### config.mk
export PLATFORM = sky130hd
export DESIGN_NAME = spts_ctrl
export DESIGN_NICKNAME = d
export VERILOG_FILES = /design/src/hdl/spts_pkg.sv /design/src/hdl/spts_ctrl.sv
export SDC_FILE = /design/constraint.sdc
export NUM_CORES = 1
export LEC_CHECK = 0
export BUFFER_PORTS_ARGS = -buffer_cell sky130_fd_sc_hd__buf_2
export CORE_AREA = 2 2 39 41
export DETAILED_ROUTE_END_ITERATION = 16
export DIE_AREA = 0 0 41 43
export MAX_ROUTING_LAYER = met4
export PLACE_DENSITY = 0.42
export REMOVE_ABC_BUFFERS = 1
export SLEW_MARGIN = 10
export SYNTH_ARGS = -nofsm -noshare
export SYNTH_HDL_FRONTEND = slang
export SYNTH_SLANG_ARGS = --single-unit
export TNS_END_PERCENT = 100
### constraint.sdc
create_clock -name clk -period 2.2 [get_ports clk]
set_input_delay 0.11 -clock clk [delete_from_list [all_inputs] [get_ports clk]]
set_output_delay 0.11 -clock clk [all_outputs]
set_load 0.02 [all_outputs]
### src/hdl/spts_pkg.sv
// Shared types and constants of the slotted page tuple store.
// Holds the operation and status codes, the transaction payloads and the controller states.
// No dependencies.
package spts_pkg;

	// Page layout constants
	localparam int HEAD_BYTES = 64;
	localparam int TAIL_BYTES = 4;
	localparam int SLOT_BYTES = 16;
	localparam int PAGE_LIMIT_RESET = 4096;

	typedef enum logic [2:0] {
		OP_INIT      = 3'd0,
		OP_PUT_START = 3'd1,
		OP_PUT_BYTE  = 3'd2,
		OP_GET       = 3'd3,
		OP_REMOVE    = 3'd4
	} spts_op_t;

	localparam logic [1:0] STAT_OK      = 2'd0;
	localparam logic [1:0] STAT_NOSPACE = 2'd1;
	localparam logic [1:0] STAT_BADSLOT = 2'd2;
	localparam logic [1:0] STAT_BADLEN  = 2'd3;

	typedef struct packed {
		logic [2:0]  operation;
		logic [7:0]  slot_index;
		logic [11:0] tuple_length;
		logic [11:0] byte_index;
		logic [7:0]  data_byte;
	} spts_req_t;

	typedef struct packed {
		logic [1:0]  status;
		logic [7:0]  slot_number;
		logic [11:0] length_out;
		logic [7:0]  byte_out;
	} spts_rsp_t;

	typedef enum logic [2:0] {
		S_IDLE,
		S_SLOT_RD,
		S_EXEC,
		S_PAGE_RD,
		S_RESULT
	} spts_state_t;

	// Commands from controller to datapath
	typedef struct packed {
		logic capture;
		logic exec;
		logic load_out;
	} spts_cmd_t;

endpackage

### src/hdl/spts_ctrl.sv
// Controller of the slotted page tuple store.
// Sequences each request through slot read, execute, page read and result; depends on spts_pkg.
module spts_ctrl
	import spts_pkg::*;
(
	input  logic      clk,
	input  logic      arst_n,
	input  logic      req_valid,
	output logic      req_ready,
	input  logic      rsp_ready,
	output logic      rsp_valid,
	output spts_cmd_t cmd
);

	spts_state_t state_q, state_d;
	logic        rsp_valid_q;

	always_ff @(posedge clk or negedge arst_n) begin
		if (!arst_n) begin
			state_q     <= S_IDLE;
			rsp_valid_q <= 1'b0;
		end else begin
			state_q <= state_d;
			if (cmd.load_out)
				rsp_valid_q <= 1'b1;
			else if (rsp_ready)
				rsp_valid_q <= 1'b0;
		end
	end

	always_comb begin
		state_d      = state_q;
		cmd          = '0;
		req_ready    = 1'b0;
		unique case (state_q)
			S_IDLE: begin
				req_ready = 1'b1;
				if (req_valid) begin
					cmd.capture = 1'b1;
					state_d     = S_SLOT_RD;
				end
			end
			S_SLOT_RD: state_d = S_EXEC;
			S_EXEC: begin
				cmd.exec = 1'b1;
				state_d  = S_PAGE_RD;
			end
			S_PAGE_RD: state_d = S_RESULT;
			S_RESULT: begin
				// hold the result until the output register frees up
				if (!rsp_valid_q || rsp_ready) begin
					cmd.load_out = 1'b1;
					state_d      = S_IDLE;
				end
			end
			default: state_d = S_IDLE;
		endcase
	end

	assign rsp_valid = rsp_valid_q;

endmodule

==> results.yml, run 1 <==
clock_network:
  path_clk_slew_ps: 30
  cts-buffers-inserted: 3
  clockBufferDepth: 2
  insertion_delay_ps: 230
  cts_tree: "yes"
  htreeDepth: 1
  postCtsSetupBuffers: 0
  clock-root-buffer: "clkbuf_4"
  cts.sinks: 4
  cts-resized-gates: 0
logic_synthesis:
  synthAdderAreaFrac_pct: 0
  synth_top_family_by_area: "simple AND/OR/NAND/NOR gates"
  seq_area_frac_synth_pct: 57.1
  ys_warn_count: 0
  syn_inst: 17
  synthMuxAreaShare_pct: 0
  synth.avg_cell_area_um2: 10.3
  synth-xor-area-share_pct: 5.00
  ys_ff_latch: 4
  synth_compound_area_share_pct: 3.57
  synth_area_um2: 175
  synth_cell_types: 11
  synthSimpleGateAreaFrac_pct: 34.3
pwr:
  total_power_uw: 415
  clockPowerShare_pct: 21.0
  power.switching_uw: 170
  leakage_nw: 0.135
  intPower_uw: 245
  power_frac_seq_pct: 36.4
  switching_share_pct: 41.0
  vdd_drop_max_mv: 0.679
  comb_power_share_pct: 42.5
  p_per_area_nw_per_um2: 1550
global_routing:
  antenna_found_initial: 0
  grt_pass1_vias: 168
  grt-ovfl-total: 0
  grt_pass1_wl_um: 627
  gr-usage-all-layers_pct: 5.88
  grt_max_degree: 7
critical_path:
  setup.worst_path.start_class: "flop"
  cp_slowest_cell: "or3b_1"
  slowest_delay_ps: 430
  reg2reg_depth: 2
  r2r_end: "state_q[2]"
  critPathTopFamily: "simple AND/OR/NAND/NOR gates"
  end_kind: "output pin"
  path_class: "reg2out"
  worst-path-buf-inv: 1
  crit_path_max_fanout: 6
  worstPathRequired_ps: 2090
  r2r_start: "state_q[1]"
  r2r_slack_ps: 1120
  worstPathArrival_ps: 1380
  worstPathCellList: "or3b_1 -> nor2b_1 -> buf_2"
worst_hold_path:
  holdPathEnd: "state_q[0]"
  min_path_cells: 3
  min_path_type: "in2reg"
  hp-start: "req_valid"
sta:
  slew_headroom_pct: 86.9
  worst_pin_slew_ps: 194
  setup_violations: 0
  fin_crit_ps: 1490
  max_freq_ghz: 0.673
  finalMaxSlewViolations: 0
  rsz0062_at_grt: "no"
  post-route-period-util_pct: 67.5
  fin_skew_ps: 0.913
  tns_ps: 0
  hold_viol_final: 0
  setup_ws_ps: 714
place:
  place_congestion: 0.624
  port_buffers: 8
  place_ws_ps: 952
floorplanning:
  die_area_um2: 1760
  top_level_ports: 9
  row_count: 14
  initial_utilization_pct: 12.7
  die_y_um: 43
  fp.dieW_um: 41
  core-area_um2: 1380
routing:
  wl_um: 330
  routed_via_density: 3.51
  drtIter0Drc: 0
  wl_per_cell_um: 7.33
  firstDrtPassIters: 1
  remaining_drc_errors: 0
  via_count: 158
  antenna_left: 0
flow_run:
  max_cap_viol_count: 0
finish:
  area_growth_pct: 52.9
  fin_nets: 35
  drive_above_1_share_pct: 37.9
  diodes: 0
run_status:
  outcome: "completed"
how the worst max path moves through the flow:
stage	from	end	slack, ps	depth (start not counted)
3_5_place_dp	state_q[1]	cmd[0]	950	3
3_3_place_gp	state_q[1]	cmd[0]	980	3
4_1_cts	state_q[1]	cmd[0]	700	3
6_report	state_q[1]	cmd[0]	710	3
5_1_grt	state_q[1]	cmd[0]	620	3
2_1_floorplan	state_q[1]	cmd[2]	800	2
flip-flops by register name (all words and copies together), names as in the netlist:
register,flops
state_q,3
rsp_valid,1
repair_timing:
item | in CTS | in global routing
endpoints found under the hold margin | 4 | 0
endpoints found under the setup margin | 0 | 0
hold buffers | 1 | 0
power groups by stage:
stage | logic, mW | clock network (mW) | registers, mW
2_1_floorplan | 0.116 | 0 | 0.155
3_3_place_gp | 0.174 | 0 | 0.147
3_5_place_dp | 0.176 | 0 | 0.152
4_1_cts | 0.179 | 0.0914 | 0.151
5_1_grt | 0.195 | 0.0999 | 0.160
6_report | 0.177 | 0.0872 | 0.151
tightest hold or removal path, stage by stage:
cell    delay (ps)
buf_2          100
nor2_1          80
nor3_1          50
through the flow:
stage	hold slack, ps	cells	area (um2)	util (%)
after floorplan	-186	17	175	-
after global placement	-83.4	41	235	17.0
after detailed placement	-77.8	41	235	17.0
after CTS	159	45	268	19.3
after global routing	178	45	268	19.3
final	163	45	268	19.3
layout by cell type, fill, tap and decap left out:
cell,Yosys,final
nor2_1,2,2
nor3_1,2,2
dfrtp_1,4,4
or3b_1,1,1
nor3b_1,1,1
dlygate4sd3_1,0,1
nand2_1,2,2
and2_1,1,1
clkbuf_4,0,3
xnor2_1,1,1
o22ai_1,1,1
nand2b_1,1,1
buf_2,0,8
nor2b_1,1,1
layout make-up:
class	instances	area (um2)
Timing Repair Buffer	9	50.0
Tap cell	16	20.0
Fill cell	150	1120
Multi-Input combinational cell	13	75.1
Clock buffer	3	22.5
Sequential cell	4	100
per-layer routing:
layer	vias up	share of wire (%)	GRT usage, %
met4	0	0	2.00
li1	83	-	-
met2	12	30	6.25
met1	63	49	7.14
met3	0	20	6.28
met5	-	0	-
cells in the mapped netlist:
cell type  number  area share [%]
nor3b_1         1             4.3
xnor2_1         1             5.0
nor2b_1         1             3.6
nand2_1         2             4.3
dfrtp_1         4              57
and2_1          1             3.6
nand2b_1        1             3.6
o22ai_1         1             3.6
or3b_1          1             5.0
nor2_1          2             4.3
nor3_1          2             5.7
cells by family (layout without fill, tap and decap cells):
kind of cell | count (synthesis) | after routing
compound gates | 1 | 1
xor+xnor | 1 | 1
buf+inv | 0 | 12
simple gates | 11 | 11
flops | 4 | 4
(Power assumes the default switching activity.)
==> run 2: changes to the inputs <==
- PLACE_DENSITY: 0.42 -> 0.43
- clock period: 2.2 -> 1.3 ns (I/O delays scaled with it)
==> run 2 against run 1 <==
Effect of this change:
- the flow now finishes with violations (negative setup slack)
- sequential share of layout area decreased by 5.8 points
- combinational power increased to 2.7 times the previous value
- sequential power increased by 39%
- final area increased by 18%
- clock skew increased by 1.0 ps
- register-to-register slack got worse by 950 ps
- utilization increased by 3.5 points
- critical path depth unchanged
- first-iteration DRC count unchanged
- total power increased by 100%
- flip-flop and latch count unchanged
- critical endpoint unchanged
- largest power group unchanged
- highest routed layer is now met4
==> results.yml, run 2 (synthesized netlist as in run 1, its figures left out) <==
critical_path:
  setup.worst_path.start_class: "flop"
  slowest_delay_ps: 390
  worst-path-buf-inv: 1
  reg2reg_depth: 3
  worstPathCellList: "or3b_4 -> nor2b_1 -> buf_4"
  r2r_start: "state_q[0]"
  worstPathArrival_ps: 1250
  critPathTopFamily: "simple AND/OR/NAND/NOR gates"
  cp_slowest_cell: "or3b_4"
  worstPathRequired_ps: 1240
  r2r_slack_ps: 170
  crit_cells: 3
  crit_path_max_fanout: 2
  r2r_end: "state_q[2]"
  path_class: "reg2out"
  end_kind: "output pin"
finish:
  final_cell_mix: "buf_2 (6), buf_4 (6), dfrtp_1 (4)"
  top_register: "state_q"
  drive_above_1_share_pct: 51.5
  layout.area.seq_um2: 100
  fin_nets: 39
  finish.utilization_pct: 22.9
  multi_input_area_um2: 88.8
  area_growth_pct: 80.7
  diodes: 0
  largest_reg_flops: 3
  fillers: 160
floorplanning:
  top_level_ports: 9
  row_count: 14
  core-area_um2: 1380
  fp.dieW_um: 41
  die_y_um: 43
  die_area_um2: 1760
  initial_utilization_pct: 12.7
sta:
  setup_ws_ps: -18.6
  post-route-period-util_pct: 101
  slew_headroom_pct: 90.6
  fin_hold_ws_ps: 96.6
  setup_violations: 1
  rsz0062_at_grt: "yes"
  max_freq_ghz: 0.758
  fin_crit_ps: 1320
  worst_pin_slew_ps: 140
  hold_viol_final: 0
  finalMaxSlewViolations: 0
  fin_skew_ps: 1.95
run_status:
  outcome: "finished with violations"
  failed_checks: "negative setup slack"
routing:
  antenna_left: 0
  drtIter0Drc: 0
  routed_via_density: 3.63
  firstDrtPassIters: 1
  via_count: 178
  wl_per_cell_um: 8.82
  remaining_drc_errors: 0
  wl_um: 432
flow_run:
  max_cap_viol_count: 0
clock_network:
  clock-root-buffer: "clkbuf_4"
  htreeDepth: 1
  insertion_delay_ps: 230
  cts.sinks: 4
  path_clk_slew_ps: 40
  clockBufferDepth: 2
  cts_tree: "yes"
  cts-buffers-inserted: 3
global_routing:
  grt_max_degree: 6
  grt_pass1_wl_um: 669
  antenna_found_initial: 0
  gr-usage-all-layers_pct: 6.49
  grt-ovfl-total: 0
  grt_pass1_vias: 183
place:
  place_congestion: 0.662
  port_buffers: 8
pwr:
  vdd_drop_max_mv: 0.762
  p_per_area_nw_per_um2: 2670
  leakage_nw: 0.159
worst_hold_path:
  min_path_cells: 3
  holdPathEnd: "state_q[0]"
  hp-start: "req_valid"
  min_path_type: "in2reg"
-- run 2: cell types whose count changed in the layout (fill, tap and decap cells not counted) --
cell and change:
or3b_4 +1, nor3_4 +1, buf_2 -2, or3b_1 -1, buf_4 +6, nor3_1 -1
-- run 2: how the worst max path moves through the flow --
stage,slack (ps),startpoint,to
after detailed placement,180,state_q[1],cmd[0]
after CTS,-40,state_q[0],cmd[0]
after floorplan,-50,state_q[1],cmd[2]
after global placement,190,state_q[1],cmd[0]
final,-20,state_q[0],cmd[0]
after global routing,-70,state_q[0],cmd[0]
-- run 2: worst min-delay path: stages --
cell    delay [ps]
buf_2          100
nor2_1          80
nor3_1          50
-- run 2: power breakdown --
group	switching [mW]	internal [mW]	leakage [nW]
Clock	0.0501	0.103	0.0138
Combinational	0.256	0.225	0.0937
Sequential	0.0262	0.184	0.0513
-- run 2: stage by stage --
step	cells	setup TNS [ps]	setup slack, ps	cell area (um2)	power [mW]
2_1_floorplan	17	-53.3	-53.3	175	0.458
3_3_place_gp	44	0	188	258	0.619
3_5_place_dp	44	0	180	258	0.623
4_1_cts	49	-35.7	-35.7	310	0.830
5_1_grt	49	-104	-67.2	317	0.914
6_report	49	-18.6	-18.6	317	0.845
-- run 2: layer usage --
metal / vias up / track usage [%] / part of all wire [%]
li1: 89 / - / -
met1: 78 / 6.80 / 44
met2: 9 / 7.50 / 41
met3: 2 / 4.71 / 13
met4: 0 / 6.00 / 1.9
met5: - / - / 0
-- run 2: area by class of cell --
cell class                      instances  area share, %
Multi-Input combinational cell         13           28.1
Clock buffer                            3           7.11
Sequential cell                         4           31.6
Timing Repair Buffer                   13           26.9
Tap cell                               16           6.32
-- run 2: repair_timing --
item | CTS | global route
endpoints found under the hold margin | 4 | 0
buffers inserted | 1 | 0
resized for setup | 4 | 1
gates cloned | 0 | 0
hold buffers | 1 | 0
endpoints found under the setup margin | 2 | 2
pin swaps | 1 | 0
